$ cat src/hw/rtl/u8u16_pkg.sv
// Shared constants for the UTF-8 to UTF-16 converter.
// Status codes, byte-class masks and surrogate constants.
// No dependencies.
`default_nettype none

package u8u16_pkg;

	// Result status codes
	typedef enum logic [2:0] {
		ST_ACCEPTED  = 3'd0,
		ST_ENDED     = 3'd1,
		ST_MALFORMED = 3'd2,
		ST_NO_ROOM   = 3'd3,
		ST_IGNORED   = 3'd4
	} status_t;

	// Configuration register indexes
	localparam logic REG_CAPACITY = 1'b0;

	localparam logic [15:0] CAPACITY_RESET = 16'd511;

	// UTF-8 byte classes
	localparam logic [7:0] CONT_MASK = 8'hC0;
	localparam logic [7:0] CONT_MARK = 8'h80;
	localparam logic [7:0] LEAD2_MASK = 8'hE0;
	localparam logic [7:0] LEAD2_MARK = 8'hC0;
	localparam logic [7:0] LEAD3_MASK = 8'hF0;
	localparam logic [7:0] LEAD3_MARK = 8'hE0;

	// UTF-16 surrogate construction
	localparam logic [15:0] HI_SURR = 16'hD800;
	localparam logic [15:0] LO_SURR = 16'hDC00;
	localparam logic [20:0] PLANE1  = 21'h10000;

	// Packed result item, first field in the highest bits
	typedef struct packed {
		logic [15:0] written;
		status_t     status;
		logic [1:0]  unit_count;
		logic [15:0] second_unit;
		logic [15:0] first_unit;
	} result_t;

	localparam int RESULT_W = $bits(result_t);
	localparam int TDATA_W  = ((RESULT_W + 7) / 8) * 8;

endpackage

`default_nettype wire

$ cat src/hw/rtl/utf8_to_utf16_converter.sv
// UTF-8 to UTF-16 converter top level: per-byte decode, string state,
// result register and APB capacity register. Depends on u8u16_pkg.
`default_nettype none

// Channel  | dir | handshake          | payload
// s_*      | in  | s_tvalid/s_tready  | s_tdata[7:0] byte_in
// m_*      | out | m_tvalid/m_tready  | m_tdata: first_unit, second_unit, unit_count,
//          |     |                    |   status, written (from bit 0 up), zero pad
// APB      | in  | psel/penable       | register 0 capacity at address 0
//
// One byte per cycle: each byte is decoded in the cycle it is taken and its
// result appears in the output register on the next cycle.
// The single output register sets the rate: a byte is taken whenever that
// register is empty or is being drained in the same cycle.
// Reset clears the string state and the output valid; capacity resets to 511.

module utf8_to_utf16_converter
	import u8u16_pkg::*;
(
	input  wire logic                 clk,
	input  wire logic                 arst_n,
	// byte stream in
	input  wire logic                 s_tvalid,
	output logic                      s_tready,
	input  wire logic [7:0]           s_tdata,   // [7:0] byte_in
	// unit stream out
	output logic                      m_tvalid,
	input  wire logic                 m_tready,
	output logic [TDATA_W-1:0]        m_tdata,   // first_unit, second_unit, unit_count,
	                                             // status, written; zero pad on top
	// configuration
	input  wire logic                 psel,
	input  wire logic                 penable,
	input  wire logic                 pwrite,
	input  wire logic [2:0]           paddr,
	input  wire logic [31:0]          pwdata,
	output logic [31:0]               prdata,
	output logic                      pready
);

	logic [15:0] capacity_q;
	logic [20:0] code_q;
	logic [1:0]  pending_q;
	logic [15:0] total_q;
	logic        stopped_q;
	result_t     result_q;
	logic        out_valid_q;

	logic        in_acc;
	logic        reg_sel;

	// next-state and result of the byte at the input
	logic [20:0] code_d;
	logic [1:0]  pending_d;
	logic [15:0] total_d;
	logic        stopped_d;
	result_t     result_d;
	logic [20:0] code_fin;
	logic        finish;
	logic        need_two;
	logic [16:0] room;
	logic        no_room;
	logic [20:0] code_off;

	// APB
	assign pready  = 1'b1;
	assign reg_sel = paddr[2];
	always_comb begin
		prdata = 32'd0;
		if (reg_sel == REG_CAPACITY) begin
			prdata = {16'd0, capacity_q};
		end
	end

	always_ff @(posedge clk or negedge arst_n) begin
		if (!arst_n) begin
			capacity_q <= CAPACITY_RESET;
		end else if (psel && penable && pwrite && pready && reg_sel == REG_CAPACITY) begin
			capacity_q <= pwdata[15:0];
		end
	end

	// handshake: output register drains while the next byte is taken
	assign s_tready = !out_valid_q || m_tready;
	assign in_acc   = s_tvalid && s_tready;
	assign m_tvalid = out_valid_q;
	assign m_tdata  = {{(TDATA_W - RESULT_W){1'b0}}, result_q};

	// finishing check: surrogate pair for plane 1 and up, room test
	assign need_two = |code_fin[20:16];
	assign room     = {1'b0, capacity_q} - {1'b0, total_q};
	assign no_room  = room[16] || (room[15:0] == 16'd0) ||
	                  (need_two && room[15:0] == 16'd1);
	assign code_off = code_fin - PLANE1;

	// byte decode
	always_comb begin
		code_d    = code_q;
		pending_d = pending_q;
		total_d   = total_q;
		stopped_d = stopped_q;
		code_fin  = 21'd0;
		finish    = 1'b0;
		result_d  = '0;
		result_d.status = ST_ACCEPTED;

		if (stopped_q) begin
			result_d.status = ST_IGNORED;
			if (s_tdata == 8'd0) begin
				code_d    = 21'd0;
				pending_d = 2'd0;
				total_d   = 16'd0;
				stopped_d = 1'b0;
			end
		end else if (pending_q != 2'd0) begin
			if (s_tdata == 8'd0) begin
				result_d.status = ST_MALFORMED;
				code_d    = 21'd0;
				pending_d = 2'd0;
				total_d   = 16'd0;
			end else if ((s_tdata & CONT_MASK) != CONT_MARK) begin
				result_d.status = ST_MALFORMED;
				stopped_d = 1'b1;
				pending_d = 2'd0;
			end else begin
				code_fin  = {code_q[14:0], s_tdata[5:0]};
				code_d    = code_fin;
				pending_d = pending_q - 2'd1;
				finish    = (pending_q == 2'd1);
			end
		end else if (s_tdata == 8'd0) begin
			result_d.status     = ST_ENDED;
			result_d.unit_count = 2'd1;
			code_d    = 21'd0;
			total_d   = 16'd0;
		end else if (!s_tdata[7]) begin
			code_fin = {14'd0, s_tdata[6:0]};
			finish   = 1'b1;
		end else if ((s_tdata & LEAD2_MASK) == LEAD2_MARK) begin
			code_d    = {16'd0, s_tdata[4:0]};
			pending_d = 2'd1;
		end else if ((s_tdata & LEAD3_MASK) == LEAD3_MARK) begin
			code_d    = {17'd0, s_tdata[3:0]};
			pending_d = 2'd2;
		end else begin
			code_d    = {18'd0, s_tdata[2:0]};
			pending_d = 2'd3;
		end

		// emit units of a finished code point
		if (finish) begin
			code_d = 21'd0;
			if (no_room) begin
				result_d.status = ST_NO_ROOM;
				stopped_d = 1'b1;
			end else if (!need_two) begin
				result_d.first_unit = code_fin[15:0];
				result_d.unit_count = 2'd1;
				total_d = total_q + 16'd1;
			end else begin
				result_d.first_unit  = HI_SURR | {5'd0, code_off[20:10]};
				result_d.second_unit = LO_SURR | {6'd0, code_off[9:0]};
				result_d.unit_count  = 2'd2;
				total_d = total_q + 16'd2;
			end
		end

		// terminator reports the count before clearing
		if (!stopped_q && pending_q == 2'd0 && s_tdata == 8'd0) begin
			result_d.written = total_q;
		end else begin
			result_d.written = total_d;
		end
	end

	// string state
	always_ff @(posedge clk or negedge arst_n) begin
		if (!arst_n) begin
			code_q    <= 21'd0;
			pending_q <= 2'd0;
			total_q   <= 16'd0;
			stopped_q <= 1'b0;
		end else if (in_acc) begin
			code_q    <= code_d;
			pending_q <= pending_d;
			total_q   <= total_d;
			stopped_q <= stopped_d;
		end
	end

	// output register
	always_ff @(posedge clk or negedge arst_n) begin
		if (!arst_n) begin
			out_valid_q <= 1'b0;
		end else if (s_tready) begin
			out_valid_q <= s_tvalid;
		end
	end

	always_ff @(posedge clk) begin
		if (in_acc) begin
			result_q <= result_d;
		end
	end

	// checks
	a_pend_not_stopped: assert property (@(posedge clk) disable iff (!arst_n)
		pending_q != 2'd0 |-> !stopped_q)
		else $error("continuation pending while stopped");

	a_stop_ignores: assert property (@(posedge clk) disable iff (!arst_n)
		in_acc && stopped_q |=> m_tvalid && result_q.status == ST_IGNORED &&
			result_q.unit_count == 2'd0)
		else $error("byte after stop was not ignored");

	a_pair_accepted: assert property (@(posedge clk) disable iff (!arst_n)
		m_tvalid && result_q.unit_count == 2'd2 |-> result_q.status == ST_ACCEPTED)
		else $error("pair emitted with a stop status");

	a_end_one_unit: assert property (@(posedge clk) disable iff (!arst_n)
		m_tvalid && result_q.status == ST_ENDED |->
			result_q.unit_count == 2'd1 && result_q.first_unit == 16'd0)
		else $error("terminator malformed");

	a_acc_shows: assert property (@(posedge clk) disable iff (!arst_n)
		in_acc |=> m_tvalid)
		else $error("accepted byte produced no result");

endmodule

`default_nettype wire

$ cat config.mk
export PLATFORM = sky130hd
export DESIGN_NAME = utf8_to_utf16_converter
export DESIGN_NICKNAME = d
export VERILOG_FILES = /design/src/hw/rtl/u8u16_pkg.sv /design/src/hw/rtl/utf8_to_utf16_converter.sv
export SDC_FILE = /design/constraint.sdc
export NUM_CORES = 1
export LEC_CHECK = 0
export ABC_AREA = 1
export BUFFER_PORTS_ARGS = -buffer_cell sky130_fd_sc_hd__buf_2
export CORE_MARGIN = 3
export CORE_UTILIZATION = 30
export DETAILED_ROUTE_END_ITERATION = 10
export PLACE_DENSITY = 0.56
export SYNTH_ARGS = -nofsm -noshare
export SYNTH_HDL_FRONTEND = slang
export SYNTH_SLANG_ARGS = --single-unit
$ cat constraint.sdc
create_clock -name clk -period 6.2 [get_ports clk]
set_input_delay 0.62 -clock clk [delete_from_list [all_inputs] [get_ports clk]]
set_output_delay 0.62 -clock clk [all_outputs]
set_load 0.005 [all_outputs]
After elaboration in Yosys (flattened, before gate mapping). Cells that the tools add are included.

Logic and storage cells: 111. Output and inout bits: 91. Flip-flop bits (word level): 104. Input bits: 50.

Bitwise gates (word level): 3. Reduce and logical (&&, ||, !) cells: 24. Equal/unequal tests: 9. Add/subtract/negate cells: 5. Mux-type cells: 57.

Operators by type and width (count): two-way mux 16 bit (8); two-way mux 15 bit (8); two-way mux 21 bit (4); two-way mux 37 bit (1); two-way mux 34 bit (1); two-way mux 2 bit (13); subtractor 21 x 17 -> 21 bit (second input constant) (1); subtractor 16 x 16 -> 17 bit (1); adder 16 x 1 -> 16 bit (second input constant) (1); adder 16 x 2 -> 16 bit (second input constant) (1); equality test 16 x 1 -> 1 bit (second input constant) (1); logical NOT 16 bit (1); two-way mux 1 bit (14); two-way mux 7 bit (2); two-way mux 3 bit (4); logical NOT 8 bit (1); AND reduction 4 bit (2); logical AND 1 bit (7); OR reduction 7 bit (1); two-way mux 5 bit (1); OR reduction 5 bit (1); equality test 4 bit (second input constant) (1); two-way mux 4 bit (1); inequality test 4 bit (second input constant) (1); 16 further kinds (21).

Depth between registers and ports, before layout. Gate-level depths: netlist of run 1.

Depth after elaboration: 11. Mapped depth: 22. Depth with buffers taken out: 21.

Least setup slack after synthesis of run 1. No wires, ideal clock.

Kind: input-to-reg. From: in m_tready. To: reg result_q, in the netlist m_tdata[0] (enable). Setup time: 0.430 ns. Buffers on the path: 1. Path slack: 3.340 ns. Arrival: 2.431 ns. Required time: 5.770 ns. Cell stages on the path: 5. Cell sequence: inv_1 -> nand2_1 -> nand2_1 -> clkinv_1 -> clkbuf_1.

Longest elaborated chain between the ends: 2.

RTL lines: from (decl) (line utf8_to_utf16_converter.sv:28) `input wire logic m_tready,`; logical OR 1 bit (line utf8_to_utf16_converter.sv:84) `assign s_tready = !out_valid_q || m_tready;`; net s_tready (line utf8_to_utf16_converter.sv:24) `output logic s_tready,`; logical AND 1 bit (line utf8_to_utf16_converter.sv:85) `assign in_acc = s_tvalid && s_tready;`; net in_acc (line utf8_to_utf16_converter.sv:49) `logic in_acc;`; to (signal assigned) (line utf8_to_utf16_converter.sv:202) `result_q <= result_d;`; to (decl) (line utf8_to_utf16_converter.sv:46) `result_t result_q;`.

The timed path passes the listed nets, and every way through them passes these cells. A chain may end at the register's enable or synchronous reset.

Final worst setup path of run 1.
From: reg pending_q[0]. To: reg result_q, in the netlist m_tdata[7], data pin.

Longest elaborated chain between the ends: 7. Elaborated cells on any way between the ends: 15. Those cells by class: 1 x add/sub; 1 x eq/ne; 7 x mux; 1 x bitwise; 5 x reduce/logical.

RTL lines: from (decl) (line utf8_to_utf16_converter.sv:43) `logic [1:0] pending_q;`; from (signal assigned) (line utf8_to_utf16_converter.sv:185) `pending_q <= pending_d;`; branches (longest 7 deep; another with subtractor 21 x 17 -> 21 bit).

Parallel ways; which one is timed is not known.

==> summary.txt, run 1 <==
Cells and area
  – Share of cells above drive strength 1: 0.182
  – Area growth syn-to-layout: 14.7%
  – Final instance area: 0.00740 sq mm
  – Fill cells: 2270
  – Diode count: 0
  – Fin util: 0.351
  – Final Instance Count excl. Fillers: 1228
  – Layout Nets: 1021

Synthesis
  – Yosys top cell by area: edfxtp_1
  – Share of the synthesized area in the top cell type: 0.219
  – Mapped Area: 0.00645 sq mm
  – Cell count after synthesis: 860
  – Synth cell types: 54
  – Yosys Warn Count: 0
  – Post-synthesis sequential area ratio: 0.419
  – Mean post-synth cell area: 7.50 sq um
  – Yosys reg bits: 98
  – Top cells by area, synth: edfxtp_1 22%, dfrtp_1 16%, nand2_1 15%, inv_1 6.3%, nor2_1 5.6%

Timing
  – Slew margin rel.: 0.439
  – Clk_skew: 0.0108 ns
  – Final Max Tran Viols: 0
  – Worst-Margin Slew: 0.841 ns
  – RSZ-0062 raised after global routing: no
  – Max Fclk: 0.259 GHz
  – Final setup viols: 0
  – TNS Setup: 0 ns
  – Endpoints failing hold: 0
  – Fin crit share: 0.624
  – Tmin final: 3.87 ns

Clock network
  – Clk Latency, worst-skew pair: 0.36 ns
  – Setup repair bufs after CTS: 0
  – Post-CTS Resized: 0
  – Sink Count: 98
  – TritonCTS clock tree: yes
  – Worst-path clk slew: 0.08 ns
  – Hold_buf cts: 0
  – TritonCTS buffer count: 9
  – Max Root-Sink Buffers: 2
  – Root Buffer: clkbuf_16
  – Clock H-tree levels: 3

Die
  – Core area: 0.0211 sq mm
  – Initial Utilization: 0.306
  – Rows: 53
  – Die area: 0.0233 sq mm
  – Die height: 153 um
  – Io pins: 141
  – Die width: 153 um

Global routing
  – GRT Overall Usage: 0.142
  – Grt ovf: 0
  – Vias in the first global route: 5234
  – First-pass GRT wire length: 27200 um
  – Largest net degree at the start of global routing: 64
  – Initial antenna violation count: 0

Placed design
  – PortBufs: 101
  – HPWL Detailed: 12300 um
  – Routability Congestion: 0.865
  – Placed cell areas: 0.00709 sq mm
  – Placed insts: 1212

Routing
  – Post-route antenna net violation count: 0
  – First-iteration detailed-routing DRC count: 487
  – Drt via density: 4.58
  – DRT Pass-1 Iters: 5
  – Routed WL: 16600 um
  – Routed len/inst: 13.5 um
  – Drt drc: 0
  – Via count: 5624

Critical path
  – Crit-path cells: inv_1 -> ha_1 -> nor2_2 -> nand2_1 -> nor2_1 -> inv_1 -> ha_1 -> nand3_2 -> or2_0 -> nand4_1 -> nor2_2 -> nand2_4 -> nand3_4 -> nor2_8 -> inv_2 -> o21ai_1
  – Critical Path RT: 6.39 ns
  – R2R depth: 16
  – R2R setup slack: 2.33 ns
  – Max Fanout on Critical Path: 21
  – Crit path DAT: 4.06 ns
  – Max incr delay on CP: 0.46 ns
  – Worst r2r src: pending_q[0]
  – Crit Reg-Reg Endpoint: m_tdata[7]
  – Nature of the critical path startpoint: flip-flop
  – CP max stage cell: nand2_1
  – CP Class: flip-flop to flip-flop
  – CP Capture Type: flip-flop

Power and ir drop
  – Sw power: 0.764 mW
  – Leak: 3.76 nW
  – Maximum VDD drop: 0.000138 V
  – Clock share of power: 0.280
  – Seq pwr share: 0.405
  – PD cells: 279 mW/mm^2
  – Combinational power share: 0.315
  – Internal: 1.30 mW
  – Net Sw Frac: 0.370

Outcome
  – Status: finished clean

Min path
  – Hold crit path type: input pin to async pin

Run
  – Max-cap violation count: 0
## through the flow
stage / hold WS, ns / worst slack, ns / power, mW
6_report: 0.390 / 2.33 / 2.07
4_1_cts: 0.420 / 2.31 / 2.09
2_1_floorplan: 0.324 / 3.34 / 1.32
3_3_place_gp: 0.468 / 2.20 / 1.49
3_5_place_dp: 0.477 / 2.19 / 1.50
5_1_grt: 0.454 / 2.01 / 2.22
## state kept, by name (all words and copies together) (netlist names)
register and cells:
capacity_q 16, code_q 15, m_tdata 47, m_tvalid 1
pending_q 2, stopped_q 1, total_q 16
## cell type report
cell class | instances | area [sq um] | area share
flip-flops and latches | 98 | 2700 | 0.365
well taps | 275 | 344 | 0.0465
repair buffers | 106 | 543 | 0.0734
clock inverters | 7 | 81.3 | 0.0110
inverters | 119 | 452 | 0.0611
multi-input cells | 614 | 3050 | 0.413
clock buffers | 9 | 225 | 0.0304
## cell usage after synthesis (all sizes together)
cell type and instances:
a211oi 1, a21boi 1, a21oi 34, a22oi 1, a31oi 1, and2 2, buf 33, clkbuf 15
clkinv 3, conb 2, dfrtp 42, dfstp 9, edfxtp 47, fa 1, ha 22, inv 116
nand2 265, nand3 57, nand3b 3, nand4 24, nor2 107, nor2b 1, nor3 9, nor4 2
o2111ai 1, o211ai 1, o21ai 34, o21bai 1, o22ai 11, o311ai 1, o31ai 1, or2 4
xnor2 1, xor2 7
## worst max-delay path: cells and delay by family (launching register included)
family,cells,cell delay [ns]
adder cells (fa/ha/maj),2,0.47
flip-flops,1,0.41
buffers and inverters,3,0.40
AO/OA/AOI/OAI,1,0.19
AND/OR/NAND/NOR,10,2.22
## power groups by stage
| stage | sequential, mW | clock (mW) | combinational [mW] |
|---|---|---|---|
| after detailed placement | 0.851 | 0 | 0.647 |
| final | 0.837 | 0.579 | 0.650 |
| after floorplan | 0.836 | 0 | 0.486 |
| after CTS | 0.838 | 0.595 | 0.652 |
| after global routing | 0.848 | 0.620 | 0.755 |
| after global placement | 0.850 | 0 | 0.644 |
## worst max path at each step
stage | from | endpoint | slack (ns) | cells past startpoint
after CTS | pending_q[0] | m_tdata[7] | 2.31 | 16
after detailed placement | s_tdata[7] | m_tdata[7] | 2.19 | 16
after global routing | pending_q[1] | m_tdata[7] | 2.01 | 16
after floorplan | m_tready | m_tdata[0] | 3.34 | 5
after global placement | s_tdata[7] | m_tdata[9] | 2.20 | 16
final | pending_q[0] | m_tdata[7] | 2.33 | 16
## routing by layer
metal	up-vias	GRT usage	wire length, um
met5	-	0	0
met3	22	0.0199	726
met1	2550	0.199	8040
met2	154	0.224	7460
met4	0	0.0539	403
li1	2898	-	-
## cells in the final DEF, fill, tap and decap left out, types with 4 or more instances in the layout
| cell | instances |
|---|---|
| buf_2 | 101 |
| inv_1 | 108 |
| buf_4 | 5 |
| o22ai_1 | 11 |
| edfxtp_1 | 47 |
| o21ai_0 | 24 |
| conb_1 | 21 |
| nor3_1 | 6 |
| dfrtp_1 | 42 |
| nand2_1 | 260 |
| xor2_1 | 7 |
| a21oi_1 | 34 |
| nand2_2 | 4 |
| nand3_1 | 54 |
| o21ai_2 | 7 |
| nand4_1 | 23 |
| nor2_2 | 7 |
| ha_1 | 22 |
| nor2_1 | 96 |
| inv_2 | 7 |
| dfstp_2 | 9 |
| clkbuf_16 | 9 |
## cells by family after synthesis
family,after synthesis,synth area share
fa+ha+maj,23,0.0458
flops,98,0.419
compound gates,88,0.0800
simple gates,474,0.325
xor+xnor,8,0.0109
buf+inv,167,0.119
other cells,2,0.00116
Note: power is estimated with default switching activity, not from simulation.
==> run 2, diff against run 1 <==
==> constraint.sdc (replaced) <==
create_clock -name clk -period 4 [get_ports clk]
set_input_delay 0.4 -clock clk [delete_from_list [all_inputs] [get_ports clk]]
set_output_delay 0.4 -clock clk [all_outputs]
set_load 0.005 [all_outputs]
==> run 2 against run 1 <==
Against the previous run: worst hold slack got worse by 0.36 ns; clock skew rose by 0.0025 ns; critical endpoint unchanged; highest routed layer unchanged; routed wire length rose by 1.5%; sequential cell count did not move.
==> summary.txt, run 2 (same netlist as run 1, synthesis figures left out) <==
Critical path
  – CP Capture Type: flip-flop
  – Worst r2r src: capacity_q[0]
  – R2R setup slack: 0.56 ns (-1.77 ns)
  – Nature of the critical path startpoint: flip-flop
  – Crit path DAT: 3.64 ns (-0.42 ns)
  – Critical Path RT: 4.20 ns (-2.19 ns)
  – Max Fanout on Critical Path: 21 (unchanged)
  – CP Class: flip-flop to flip-flop
  – Crit Reg-Reg Endpoint: m_tdata[7]
  – R2R depth: 16 (unchanged)

Cells and area
  – Most common cell after layout, fill and taps aside: nand2_1
  – Most frequent cells in the layout: 260 x nand2_1, 108 x inv_1, 101 x buf_2
  – Diode count: 0 (unchanged)
  – Layout Nets: 1026 (+0.49%)
  – Fill cells: 2283 (+0.57%)
  – Largest register FFs: 47 (unchanged)
  – Share of cells above drive strength 1: 0.186 (+0.00427)
  – Fin util: 0.352 (+0.00166)
  – Area growth syn-to-layout: 15.3%
  – Final instance area: 0.00743 sq mm (+0.47%)

Power and ir drop
  – Internal: 2.02 mW (+55%)
  – PD cells: 432 mW/mm^2 (+55%)
  – Clock share of power: 0.283 (+0.003)
  – Sw power: 1.19 mW (+56%)
  – Seq pwr share: 0.404 (about the same)
  – Leak: 3.79 nW (+0.66%)
  – Maximum VDD drop: 0.000205 V (+48%)
  – Net Sw Frac: 0.371 (+0.00126)
  – Combinational power share: 0.313 (-0.002)

Routing
  – Routed WL: 16900 um (+1.5%)
  – DRT Pass-1 Iters: 7 (+2)
  – Routed len/inst: 13.7 um (+1.1%)
  – Via count: 5632 (+0.14%)
  – First-iteration detailed-routing DRC count: 422 (-13%)
  – Drt drc: 0 (unchanged)
  – Post-route antenna net violation count: 0 (unchanged)
  – Drt via density: 4.57 (-0.26%)

Global routing
  – GRT Overall Usage: 0.145 (+0.00302)
  – First-pass GRT wire length: 27700 um (+1.8%)
  – Vias in the first global route: 5269 (+0.67%)
  – Grt ovf: 0 (unchanged)
  – Initial antenna violation count: 0 (unchanged)
  – Largest net degree at the start of global routing: 64 (unchanged)

Clock network
  – Worst-path clk slew: 0.09 ns (about the same)
  – TritonCTS clock tree: yes
  – Max Root-Sink Buffers: 2 (unchanged)
  – Sink Count: 98 (unchanged)
  – Root Buffer: clkbuf_16
  – Hold_buf cts: 0 (unchanged)
  – Clk Latency, worst-skew pair: 0.37 ns (about the same)
  – Post-CTS Resized: 0 (unchanged)
  – Setup repair bufs after CTS: 0 (unchanged)
  – Clock H-tree levels: 3 (unchanged)
  – TritonCTS buffer count: 9 (unchanged)

Timing
  – Final WS setup: 0.561 ns (-1.77 ns)
  – Worst-Margin Slew: 0.805 ns (-0.0364 ns)
  – RSZ-0062 raised after global routing: no
  – Final Max Tran Viols: 0 (unchanged)
  – TNS Setup: 0 ns (unchanged)
  – Tmin final: 3.44 ns (-0.429 ns)
  – Clk_skew: 0.0133 ns (+0.00247 ns)
  – Slew margin rel.: 0.464 (+0.0249)
  – Endpoints failing hold: 0 (unchanged)
  – Fin crit share: 0.860 (+0.236)
  – Final setup viols: 0 (unchanged)
  – Max Fclk: 0.291 GHz (+12%)

Placed design
  – Dpl ws: 0.544 ns (-1.64 ns)
  – Routability Congestion: 0.860 (-0.65%)
  – PortBufs: 101 (unchanged)
  – HPWL Detailed: 12600 um (+2.4%)
  – Placed cell areas: 0.00713 sq mm (+0.53%)

Outcome
  – Status: finished clean

Die
  – Die height: 153 um (unchanged)
  – Core area: 0.0211 sq mm (unchanged)
  – Rows: 53 (unchanged)
  – Io pins: 141 (unchanged)
  – Die width: 153 um (unchanged)
  – Initial Utilization: 0.306 (unchanged)
  – Die area: 0.0233 sq mm (unchanged)

Run
  – Max-cap violation count: 0 (unchanged)

Min path
  – Hold crit path type: input pin to async pin
run 2: changes by cell type in the layout (fill, tap and decap cells not counted):
cell / previous run / this run
clkinv_8: 2 / 1
clkinv_4: 1 / 2
buf_4: 5 / 10
inv_8: 2 / 4
inv_6: 2 / 0
run 2: power groups by stage:
stage | sequential, mW | clock, mW | combinational (mW)
after CTS | 1.30 | 0.926 | 1.01
final | 1.30 | 0.908 | 1.00
after global placement | 1.32 | 0 | 0.997
after global routing | 1.32 | 0.965 | 1.18
after floorplan | 1.30 | 0 | 0.753
after detailed placement | 1.32 | 0 | 1.00
run 2: metrics by stage:
stage | power [mW] | hold WS, ns | cells
4_1_cts | 3.24 | 0.0614 | 1233
5_1_grt | 3.46 | 0.0900 | 1233
6_report | 3.21 | 0.0343 | 1233
2_1_floorplan | 2.05 | 0.104 | 879
3_5_place_dp | 2.32 | 0.456 | 1217
3_3_place_gp | 2.32 | 0.470 | 1217
run 2: worst max-delay path by stage:
stage,startpoint,endpoint,slack [ns],cells after the start
2_1_floorplan,capacity_q[0],m_tdata[6],1.20,20
3_3_place_gp,capacity_q[0],m_tdata[9],0.62,16
3_5_place_dp,capacity_q[0],m_tdata[7],0.54,16
4_1_cts,capacity_q[0],m_tdata[7],0.53,16
5_1_grt,capacity_q[0],m_tdata[7],0.20,16
6_report,capacity_q[0],m_tdata[7],0.56,16
run 2: metal layers:
metal,vias up,global-route usage,routed length [um]
met2,123,0.226,7500
met3,18,0.0199,707
met5,-,0,0
met4,0,0.0501,317
met1,2581,0.208,8350
li1,2910,-,-
run 2: final cells by class:
cell class | count | area, sq um | area share
Clock buffer | 9 | 225 | 0.0303
Clock inverter | 7 | 78.8 | 0.0106
Inverter | 119 | 452 | 0.0608
Multi-Input combinational cell | 614 | 3050 | 0.411
Sequential cell | 98 | 2700 | 0.363
Tap cell | 275 | 344 | 0.0463
Timing Repair Buffer | 111 | 581 | 0.0781
run 2: critical path: stages, from the launching register on:
cell and delay [ns]:
dfstp_2 0.52, inv_1 0.06, ha_1 0.22, fa_1 0.41, inv_1 0.08, nand2_1 0.04, nand2_1 0.10, nand3_1 0.10
nand2_1 0.13, nand3_1 0.12, nand2_1 0.11, a21oi_1 0.11, o21bai_4 0.31, nand3_4 0.36, nor2_8 0.27, inv_2 0.15
o21ai_1 0.18
